File: config.mk
export PLATFORM = sky130hd
export DESIGN_NAME = timed_valve_sequencer
export DESIGN_NICKNAME = d
export VERILOG_FILES = /design/src/tvs_pkg.sv /design/src/timed_valve_sequencer.sv
export SDC_FILE = /design/constraint.sdc
export NUM_CORES = 1
export LEC_CHECK = 0
export BUFFER_PORTS_ARGS = -buffer_cell sky130_fd_sc_hd__buf_2
export CAP_MARGIN = 5
export CORE_AREA = 2 2 123 101
export DETAILED_ROUTE_END_ITERATION = 12
export DIE_AREA = 0 0 125 103
export HOLD_SLACK_MARGIN = 0.06
export SETUP_SLACK_MARGIN = 0.3
export SLEW_MARGIN = 5
export SYNTH_ARGS = -nofsm -noshare
export SYNTH_HDL_FRONTEND = slang
export SYNTH_SLANG_ARGS = --single-unit
File: constraint.sdc
create_clock -name clk -period 3.33 [get_ports clk]
set_clock_uncertainty 0.1 [all_clocks]
set_input_delay 0.1665 -clock clk [delete_from_list [all_inputs] [get_ports clk]]
set_output_delay 0.1665 -clock clk [all_outputs]
set_load 0.005 [all_outputs]
File: src/tvs_pkg.sv
// Package: item types, action codes, sequence ids, step codes, valve bit masks and wait lengths.
package tvs_pkg;

  typedef enum logic [1:0] {
    ACT_TICK  = 2'd0,
    ACT_START = 2'd1,
    ACT_BYTE  = 2'd2,
    ACT_BIT   = 2'd3
  } action_t;

  localparam logic [2:0] SEQ_CATCH       = 3'd0;
  localparam logic [2:0] SEQ_SHOOT_START = 3'd1;
  localparam logic [2:0] SEQ_SHOOT_STOP  = 3'd2;
  localparam logic [2:0] SEQ_RIGHT       = 3'd3;
  localparam logic [2:0] SEQ_LEFT        = 3'd4;
  localparam logic [2:0] SEQ_RESET       = 3'd5;

  localparam logic [2:0] STEP_IDLE   = 3'd0;
  localparam logic [2:0] STEP_FIRST  = 3'd1;
  localparam logic [2:0] STEP_WAIT_A = 3'd2;
  localparam logic [2:0] STEP_MID    = 3'd3;
  localparam logic [2:0] STEP_WAIT_B = 3'd4;
  localparam logic [2:0] STEP_LAST   = 3'd5;
  localparam logic [2:0] STEP_END    = 3'd6;

  localparam int ARM_LEFT_BIT      = 0;
  localparam int ARM_RIGHT_BIT     = 1;
  localparam int HAND_LEFT_BIT     = 2;
  localparam int HAND_RIGHT_BIT    = 3;
  localparam int COLLECT_LEFT_BIT  = 4;
  localparam int COLLECT_RIGHT_BIT = 5;

  localparam logic [7:0] ARMS_M    = (8'd1 << ARM_LEFT_BIT) | (8'd1 << ARM_RIGHT_BIT);
  localparam logic [7:0] HANDS_M   = (8'd1 << HAND_LEFT_BIT) | (8'd1 << HAND_RIGHT_BIT);
  localparam logic [7:0] COLL_L_M  = 8'd1 << COLLECT_LEFT_BIT;
  localparam logic [7:0] COLL_R_M  = 8'd1 << COLLECT_RIGHT_BIT;
  localparam logic [7:0] COLL_M    = COLL_L_M | COLL_R_M;

  localparam int MS_W = 10;
  localparam logic [MS_W-1:0] MS_MAX     = '1;
  localparam logic [MS_W-1:0] WAIT_600   = MS_W'(600);
  localparam logic [MS_W-1:0] WAIT_100   = MS_W'(100);
  localparam logic [MS_W-1:0] WAIT_1000  = MS_W'(1000);
  localparam logic [MS_W-1:0] WAIT_500   = MS_W'(500);

  typedef struct packed {
    action_t    action;
    logic [2:0] process_id;
    logic [7:0] out_byte;
    logic [2:0] out_port;
    logic       out_on;
  } in_item_t;

  typedef struct packed {
    logic [7:0] valve_bits;
    logic       status_lamp;
    logic       busy_res;
  } out_item_t;

endpackage

File: src/timed_valve_sequencer.sv
// Top level: timed valve sequencer, one result item per input item.
//
//  channel | direction | payload                          | handshake
//  in_     | input     | action, process_id, byte, bit op | in_valid / in_ready
//  out_    | output    | valve_bits, status_lamp, busy_res | out_valid / out_ready
//
// State updates and the result register loads on the accepting edge.
// The result appears in out_data the cycle after acceptance.
// in_ready is high whenever the result register is empty or being drained.
// Synchronous reset clears all sequence state, the valve byte and the lamp.
module timed_valve_sequencer (
  input  logic               clk,
  input  logic               rst_n,
  input  logic               in_valid,
  output logic               in_ready,
  input  tvs_pkg::in_item_t  in_data,
  output logic               out_valid,
  input  logic               out_ready,
  output tvs_pkg::out_item_t out_data
);
  import tvs_pkg::*;

  logic [7:0]      staged_r, staged_nxt;
  logic [7:0]      latched_r, latched_nxt;
  logic [2:0]      step_r, step_nxt;
  logic [2:0]      seq_r, seq_nxt;
  logic            running_r, running_nxt;
  logic [MS_W-1:0] elapsed_r, elapsed_nxt;
  logic            lamp_r, lamp_nxt;
  logic            out_valid_r;
  out_item_t       out_data_r;

  logic            in_fire;
  logic [MS_W-1:0] wait_limit;
  logic [MS_W-1:0] wait_el;
  logic            wait_done;
  logic [7:0]      port_m;

  assign in_ready  = !out_valid_r || out_ready;
  assign in_fire   = in_valid && in_ready;
  assign out_valid = out_valid_r;
  assign out_data  = out_data_r;
  assign port_m    = 8'd1 << in_data.out_port;

  // wait step bookkeeping
  always_comb begin
    if (step_r == STEP_WAIT_A) begin
      if (seq_r == SEQ_CATCH) begin
        wait_limit = WAIT_600;
      end else if (seq_r == SEQ_RESET) begin
        wait_limit = WAIT_500;
      end else begin
        wait_limit = WAIT_1000;
      end
    end else begin
      wait_limit = (seq_r == SEQ_CATCH) ? WAIT_100 : WAIT_500;
    end
    if (!running_r) begin
      wait_el = '0;
    end else if (elapsed_r < MS_MAX) begin
      wait_el = elapsed_r + MS_W'(1);
    end else begin
      wait_el = elapsed_r;
    end
    wait_done = (wait_el >= wait_limit);
  end

  always_comb begin
    staged_nxt  = staged_r;
    latched_nxt = latched_r;
    step_nxt    = step_r;
    seq_nxt     = seq_r;
    running_nxt = running_r;
    elapsed_nxt = elapsed_r;
    lamp_nxt    = lamp_r;
    if (in_fire) begin
      unique case (in_data.action)
        ACT_TICK: begin
          if (step_r == STEP_FIRST) begin
            case (seq_r) inside
              SEQ_CATCH, SEQ_SHOOT_START, SEQ_RESET: begin
                staged_nxt  = staged_r | ARMS_M;
                latched_nxt = staged_nxt;
              end
              SEQ_SHOOT_STOP: begin
                staged_nxt  = staged_r & ~ARMS_M;
                latched_nxt = staged_nxt;
              end
              SEQ_RIGHT: begin
                staged_nxt  = staged_r & ~COLL_R_M;
                latched_nxt = staged_nxt;
              end
              SEQ_LEFT: begin
                staged_nxt  = staged_r & ~COLL_L_M;
                latched_nxt = staged_nxt;
              end
              default: ;
            endcase
            lamp_nxt = 1'b1;
            step_nxt = STEP_WAIT_A;
          end else if (step_r != STEP_IDLE) begin
            if (seq_r == SEQ_CATCH || seq_r == SEQ_RESET) begin
              case (step_r) inside
                STEP_WAIT_A, STEP_WAIT_B: begin
                  running_nxt = !wait_done;
                  elapsed_nxt = wait_el;
                  if (wait_done) begin
                    step_nxt = step_r + 3'd1;
                  end
                end
                STEP_MID: begin
                  lamp_nxt = 1'b0;
                  if (seq_r == SEQ_CATCH) begin
                    staged_nxt = staged_r | HANDS_M;
                  end else begin
                    staged_nxt = staged_r & ~HANDS_M;
                  end
                  latched_nxt = staged_nxt;
                  step_nxt    = STEP_WAIT_B;
                end
                STEP_LAST: begin
                  lamp_nxt    = 1'b1;
                  staged_nxt  = staged_r & ~ARMS_M;
                  latched_nxt = staged_nxt;
                  step_nxt    = STEP_END;
                end
                default: step_nxt = STEP_IDLE;
              endcase
            end else begin
              case (step_r)
                STEP_WAIT_A: begin
                  running_nxt = !wait_done;
                  elapsed_nxt = wait_el;
                  if (wait_done) begin
                    step_nxt = STEP_MID;
                  end
                end
                STEP_MID: begin
                  lamp_nxt = 1'b0;
                  if (seq_r == SEQ_SHOOT_START) begin
                    staged_nxt  = staged_r & ~HANDS_M;
                    latched_nxt = staged_nxt;
                  end else if (seq_r == SEQ_SHOOT_STOP) begin
                    // staged only, latched on the next write
                    staged_nxt = staged_r & ~(HANDS_M | COLL_M);
                  end else if (seq_r == SEQ_RIGHT) begin
                    staged_nxt  = staged_r | COLL_R_M;
                    latched_nxt = staged_nxt;
                  end else begin
                    staged_nxt  = staged_r | COLL_L_M;
                    latched_nxt = staged_nxt;
                  end
                  step_nxt = STEP_WAIT_B;
                end
                default: step_nxt = STEP_IDLE;
              endcase
            end
          end
        end
        ACT_START: begin
          if (step_r == STEP_IDLE && in_data.process_id <= SEQ_RESET) begin
            seq_nxt  = in_data.process_id;
            step_nxt = STEP_FIRST;
          end
        end
        ACT_BYTE: begin
          staged_nxt  = in_data.out_byte;
          latched_nxt = in_data.out_byte;
        end
        ACT_BIT: begin
          if (in_data.out_on) begin
            staged_nxt = staged_r | port_m;
          end else begin
            staged_nxt = staged_r & ~port_m;
          end
          latched_nxt = staged_nxt;
        end
        default: ;
      endcase
    end
  end

  always_ff @(posedge clk) begin
    if (!rst_n) begin
      staged_r    <= '0;
      latched_r   <= '0;
      step_r      <= STEP_IDLE;
      seq_r       <= SEQ_CATCH;
      running_r   <= 1'b0;
      elapsed_r   <= '0;
      lamp_r      <= 1'b0;
      out_valid_r <= 1'b0;
    end else begin
      staged_r  <= staged_nxt;
      latched_r <= latched_nxt;
      step_r    <= step_nxt;
      seq_r     <= seq_nxt;
      running_r <= running_nxt;
      elapsed_r <= elapsed_nxt;
      lamp_r    <= lamp_nxt;
      if (in_fire) begin
        out_valid_r <= 1'b1;
      end else if (out_ready) begin
        out_valid_r <= 1'b0;
      end
    end
  end

  always_ff @(posedge clk) begin
    if (in_fire) begin
      out_data_r.valve_bits  <= latched_nxt;
      out_data_r.status_lamp <= lamp_nxt;
      out_data_r.busy_res    <= (step_nxt != STEP_IDLE);
    end
  end

endmodule
Yosys cells after proc, flatten, opt, wreduce, memory -nomap -nowiden
Index checks and enable logic that the tools add are counted.
Widths: inputs -> output; s select.

storage, ports and cells
  register bits = 45
  input port bits = 21
  output and inout port bits = 12
  logic and storage cells = 149

operators by class
  $add $sub $neg = 2
  $lt $le $gt $ge = 3
  eq/ne operators = 34
  shift-type cells = 1
  multiplexer cells = 67
  bitwise operators = 4
  reductions and logical operators = 23

operators by type and width
  operator               count
  $mux 8                 23
  $mux 10                8
  $pmux 8 s3             2
  $mux 3                 10
  $ne 3x3->1 const B     10
  $mux 6                 4
  $reduce_and 9->1       2
  $ne 4x4->1 const B     4
  $mux 1                 14
  $eq 3x2->1 const B     4
  $eq 3x3->1 const B     4
  $pmux 3 s2             2
  $reduce_and 11->1      1
  $add 10x1->10 const B  1
  $ge 10x10->1           1
  $lt 10x10->1 const B   1
  $reduce_and 10->1      1
  $mux 9                 1
  $reduce_bool 3->1      3
  $and 8x8->8            1
  $ne 4x3->1 const B     2
  $not 8->8              1
  $or 8x8->8             1
  $shl 1x3->8 const A    1
  24 further kinds       32

Longest topological paths before layout
  depth in word-level cells = 13
  depth in mapped cells = 17
  depth with buffers taken out = 17

Worst setup path before layout
No wires, ideal clock.

  path kind = register to register
  start = register elapsed_r[0]
  end = register out_data_r, in the netlist out_data[0] (data pin)
  arrival = 3.039 ns
  data required time = 2.952 ns
  path slack = -0.087 ns
  stages on the path, launching flop included = 17
  buffers on the path = 0
  cells stage by stage = dfxtp_1 ha_1 nand2_1 nor3_4 nand2b_1 xor2_1 nor2_1 ha_1 and4b_1 a211oi_1 o311ai_1 o21a_1 inv_1 ha_1 a31oi_1 o211a_1 o211ai_1

between the ends
  word-level cells in the longest chain between the ends = 12

RTL lines
  what                                           RTL line                                                    text
  start: declaration                             timed_valve_sequencer.sv:28                                 logic [MS_W-1:0] elapsed_r, elapsed_nxt;
  start signal: assignment                       timed_valve_sequencer.sv:199                                elapsed_r <= elapsed_nxt;
  $add 10x1->10 or $lt 10x10->1 (tied branches)  timed_valve_sequencer.sv:61, timed_valve_sequencer.sv:60
  $mux 10 (*)                                    timed_valve_sequencer.sv:60                                 end else if (elapsed_r < MS_MAX) begin
  $mux 10 (*)                                    timed_valve_sequencer.sv:58                                 if (!running_r) begin
  via wait_el[3]                                 timed_valve_sequencer.sv:35                                 logic [MS_W-1:0] wait_el;
  $ge 10x10->1 (*)                               timed_valve_sequencer.sv:65                                 wait_done = (wait_el >= wait_limit);
  $mux 3 (on tied branches)                      timed_valve_sequencer.sv:134, timed_valve_sequencer.sv:107
  $pmux 3 s2 or $mux 3 (tied branches)           timed_valve_sequencer.sv:130, timed_valve_sequencer.sv:103
  $mux 3 (*)                                     timed_valve_sequencer.sv:102                                if (seq_r == SEQ_CATCH || seq_r == SEQ_RESET) begin
  $mux 3 (*)                                     timed_valve_sequencer.sv:101                                end else if (step_r != STEP_IDLE) begin
  $mux 3 (*)                                     timed_valve_sequencer.sv:79                                 if (step_r == STEP_FIRST) begin
  $pmux 3 s2 (*)                                 timed_valve_sequencer.sv:77                                 unique case (in_data.action)
  $mux 3 (*)                                     timed_valve_sequencer.sv:76                                 if (in_fire) begin
  $reduce_bool 3->1 (*)                          timed_valve_sequencer.sv:213                                out_data_r.busy_res <= (step_nxt != STEP_IDLE);
  end: declaration                               timed_valve_sequencer.sv:31                                 out_item_t out_data_r;

Mark *: on every way through the listed nets, which the timed path passes. The rest lies on a longest branch.
A chain may end at the register's enable or synchronous reset.

Worst setup path after layout
  start = register step_r[0]
  end = register step_r[0]

between the ends
  word-level cells in the longest chain between the ends = 10

RTL lines
  what                                  RTL line                                                    text
  start: declaration                    timed_valve_sequencer.sv:25                                 logic [2:0] step_r, step_nxt;
  start signal: assignment              timed_valve_sequencer.sv:196                                step_r <= step_nxt;
  $eq 3x2->1                            timed_valve_sequencer.sv:47, timed_valve_sequencer.sv:130
  $mux 10                               timed_valve_sequencer.sv:47                                 if (step_r == STEP_WAIT_A) begin
  $ge 10x10->1                          timed_valve_sequencer.sv:65
  $mux 3 (on tied branches)             timed_valve_sequencer.sv:134, timed_valve_sequencer.sv:107
  $pmux 3 s2 or $mux 3 (tied branches)  timed_valve_sequencer.sv:130, timed_valve_sequencer.sv:103
  $mux 3                                timed_valve_sequencer.sv:102
  $mux 3                                timed_valve_sequencer.sv:101
  $mux 3                                timed_valve_sequencer.sv:79
  $pmux 3 s2                            timed_valve_sequencer.sv:77
  $mux 3 (*)                            timed_valve_sequencer.sv:76

Every way passes the cells marked *; elsewhere a longest branch is shown, timed or not.

==> results by group <==
Logic synthesis
  – Mean Syn Cell Area: roughly 8 sq um
  – Synth warn: 0
  – Sequential share of the synthesized area: 0.267
  – EDFF count, synth: 10
  – Ys flop type: dfxtp_1
  – Mapped Nets: 509
  – Post-Syn Area: 0.00374 sq mm
  – Post-synth ARST share: 0
  – Count of different cell masters after synthesis: a little over 70
  – Mapped Cells: ~470
  – FF+latch count, synth: 45

Critical path
  – Critical Path AT: 3.27 ns
  – Worst setup EP type: register
  – Maximum fanout along the worst path: 4
  – Worst path top cell family by delay: compound AO/OA/AOI/OAI gates
  – Startpoint Class: register
  – CP max stage cell: dfxtp_1
  – Worst path cell trace: inv_1, ha_1, nor2b_2, buf_4, a21oi_1, ha_1, and4b_1, a211oi_2, o311ai_2, o21a_1, inv_2, ha_4, a31oi_4, o211a_1, buf_4, buf_6, nor2_2
  – RR Startpoint: step_r[0]$_SDFF_PN0_
  – Critical path type: register to register
  – Worst setup startpoint: step_r[0]$_SDFF_PN0_
  – Buf/Inv on CP: 5
  – Max incr delay on CP: roughly 0.35 ns
  – Crit path required time: 3.38 ns

Clocking
  – Later-pin clock latency in the skew report: around 0.29 ns
  – CTS tree: built
  – Num CTS Buffers: 5
  – Clock Tree Root: clkbuf_16
  – TritonCTS Sinks: 45
  – Clk buf depth: 2
  – Clock transition at path regs: 0.06 ns
  – Max H-tree Level: 2

Power and ir drop
  – Static leakage: 1.86 nW
  – Int Pwr: 1.05 mW
  – PD cells: 314 mW/mm^2
  – Logic pwr share: 0.201
  – Switching power: 419 uW
  – Switching share of total power: 0.284
  – Seq pwr share: 0.409
  – Clock power share: 0.390
  – IR drop worst, VDD: 0.153 mV

GRT
  – Initial antenna violation count: 0
  – All-layer global routing usage: 0.186
  – Vias in the first global route: approximately 3600
  – Largest net degree at the start of global routing: 26
  – Grt ovf: 0
  – Global-route wire length before repair: about 20 mm

Finish
  – Finished Layout Cells: 683
  – N_diodes: 0
  – Final #Nets: 565
  – Area grow syn2layout: 25.2%
  – Core Util, Final: 0.397
  – Share of cells above drive strength 1: 0.260

Detailed routing
  – DR pass1 iterations: 5
  – Antenna-violating nets left: 0
  – Vias: ~4000
  – Top sig layer: met4
  – Total routed wirelength: 12.4 mm
  – Initial DRC count: approximately 340
  – WL met3: 745 um
  – Routed length per instance: 18.1 um
  – WL met1: 5.91 mm
  – Vias per Instance: 5.85
  – Residual DRC: 0
  – Met2 wire length: around 5.5 mm

Place
  – GP Congestion: 0.951
  – Dpl cells: 664
  – I/O Buffers: 32
  – Hpwl dp: 8.95 mm

STA
  – Setup TNS: 0 ns
  – Relative slew slack: 0.348
  – Max Clk Rate: 0.311 GHz
  – Finish-stage setup viols: 0
  – RSZ-0062 raised after global routing: yes
  – Final Hold Viols: 0
  – Hold slack final: 0.0656 ns
  – Minimum clock period: 3.22 ns
  – Final worst-path cycle share: 0.967
  – Pins Over Slew Limit: 0
  – Worst Tran Pin Value: a little under 1 ns

Worst hold path
  – Min-Delay Path Class: input pin to register
  – Hold Crit Start: in_data[14]

Outcome
  – Outcome: complete, no violations

Floorplan
  – Full die area: 0.0129 sq mm
  – Initial core utilization: 0.317
  – Die W: 125 um
  – Die height: 103 um
  – I/O pins: 33
  – Core area: 0.0118 sq mm
  – Num rows: 36

Run
  – Max-cap violation count: 0
power groups by stage:
| stage | combinational [mW] | clock [mW] | sequential, mW |
|---|---|---|---|
| 3_5_place_dp | 0.277 | 0 | 0.616 |
| 5_1_grt | 0.322 | 0.608 | 0.605 |
| 3_3_place_gp | 0.272 | 0 | 0.616 |
| 6_report | 0.296 | 0.575 | 0.602 |
| 4_1_cts | 0.283 | 0.588 | 0.602 |
| 2_1_floorplan | 0.179 | 0 | 0.613 |
what timing repair did:
item                       4_1_cts  5_1_grt
gates resized for setup         25       12
pin swaps                       15        6
setup buffers                    7        2
setup endpoints to repair        4        5
hold buffers                     2        0
hold endpoints to repair         2        0
metal layers:
| metal | up-vias | global-route usage |
|---|---|---|
| met1 | 1920 | 0.270 |
| li1 | 1902 | - |
| met3 | 19 | 0.0166 |
| met2 | 156 | 0.300 |
| met4 | 0 | 0.0427 |
| met5 | - | 0 |
per-stage QoR:
| stage | worst slack (ns) | instance area (sq um) | total power, mW |
|---|---|---|---|
| finish | 0.109 | 4690 | 1.47 |
| global route | -0.0617 | 4690 | 1.54 |
| CTS | 0.145 | 4610 | 1.47 |
| detailed placement | -0.0547 | 4280 | 0.894 |
| global placement | 0.0197 | 4280 | 0.887 |
| floorplan | 0.0427 | 3790 | 0.792 |
state kept, by name, summed over array words and instances, names as in the netlist:
| name | cells |
|---|---|
| out_valid | 1 |
| seq_r | 3 |
| out_data | 10 |
| lamp_r | 1 |
| elapsed_r | 10 |
| running_r | 1 |
| staged_r | 8 |
| latched_r | 8 |
| step_r | 3 |
cell type report:
| type | instances | area [sq um] |
|---|---|---|
| Fill cell | 1201 | 7110 |
| Multi-Input combinational cell | 375 | 2680 |
| Sequential cell | 45 | 1030 |
| Timing Repair Buffer | 81 | 541 |
| Tap cell | 152 | 190 |
| Clock buffer | 5 | 125 |
| Inverter | 22 | 82.6 |
| Clock inverter | 3 | 46.3 |
cell families after synthesis:
| group | share of synthesized area |
|---|---|
| AND/OR/NAND/NOR | 0.227 |
| buffers and inverters | 0.0619 |
| flip-flops | 0.267 |
| XOR/XNOR | 0.0161 |
| adder cells (fa/ha/maj) | 0.0468 |
| multiplexers | 0.0592 |
| AO/OA/AOI/OAI | 0.322 |
worst reg2reg max path, delay by kind of cell, from the launching register on:
kind,cells,cell delay (ns)
buffers and inverters,5,0.48
DFF,1,0.35
and+or+nand+nor,3,0.44
adders and majority gates,3,0.69
AOI/OAI and AO/OA,6,1.03
path summary, 6_finish.rpt:
path | endpoint | slack (ns) | cells after the start
setup / recovery | step_r[0]$_SDFF_PN0_ | 0.11 | 17
hold / removal | seq_r[2]$_SDFFE_PN0P_ | 0.07 | 3
setup reg to reg | step_r[0]$_SDFF_PN0_ | 0.11 | 17
hold reg to reg | elapsed_r[4]$_SDFFE_PN0P_ | 0.42 | 2
cell usage after synthesis (all sizes together), types with 3 or more instances:
| master | count | share of area |
|---|---|---|
| a211o | 3 | 0.0070 |
| nor2 | 42 | 0.042 |
| or2 | 4 | 0.0067 |
| ha | 14 | 0.047 |
| o211ai | 11 | 0.022 |
| xor2 | 3 | 0.0070 |
| nor2b | 4 | 0.0067 |
| o2111ai | 3 | 0.0087 |
| a31oi | 9 | 0.015 |
| nand3 | 15 | 0.020 |
| a21o | 5 | 0.010 |
| nand2 | 35 | 0.035 |
| o211a | 3 | 0.0080 |
| a21boi | 4 | 0.0080 |
| nor3b | 8 | 0.017 |
| o22ai | 5 | 0.0084 |
| and3 | 6 | 0.010 |
| buf | 15 | 0.022 |
| o221ai | 7 | 0.016 |
| a22oi | 4 | 0.0080 |
| a21oi | 42 | 0.057 |
| nand4 | 6 | 0.012 |
| and2 | 11 | 0.018 |
| a211oi | 9 | 0.018 |
| o31ai | 7 | 0.014 |
| dfxtp | 35 | 0.19 |
| a311oi | 6 | 0.014 |
| nand3b | 3 | 0.0060 |
| mux2i | 21 | 0.056 |
| clkbuf | 17 | 0.017 |
| o21a | 4 | 0.0080 |
| o311ai | 4 | 0.0094 |
| nor3 | 11 | 0.021 |
| or3 | 4 | 0.0067 |
| nand2b | 8 | 0.013 |
| o21ai | 22 | 0.029 |
| inv | 22 | 0.022 |
| edfxtp | 10 | 0.080 |
| xnor2 | 3 | 0.0090 |
placed cells by master (no fill, tap or decap), types with 5 or more instances in the layout:
cell	count
inv_1	21
dfxtp_4	5
a21oi_1	39
and2_1	10
o211ai_1	11
a311oi_1	6
nand3_1	13
buf_4	45
nor3b_1	7
nand2_1	33
a21o_1	5
dfxtp_1	25
o31ai_1	7
nor3_1	8
o21ai_0	19
o22ai_1	5
nand2b_1	7
nand4_1	5
edfxtp_1	10
ha_1	12
o221ai_1	7
dfxtp_2	5
clkbuf_16	5
buf_2	32
mux2i_1	21
a31oi_1	8
a211oi_1	8
nor2_1	41
No activity file was read; power rests on OpenSTA's default activity.
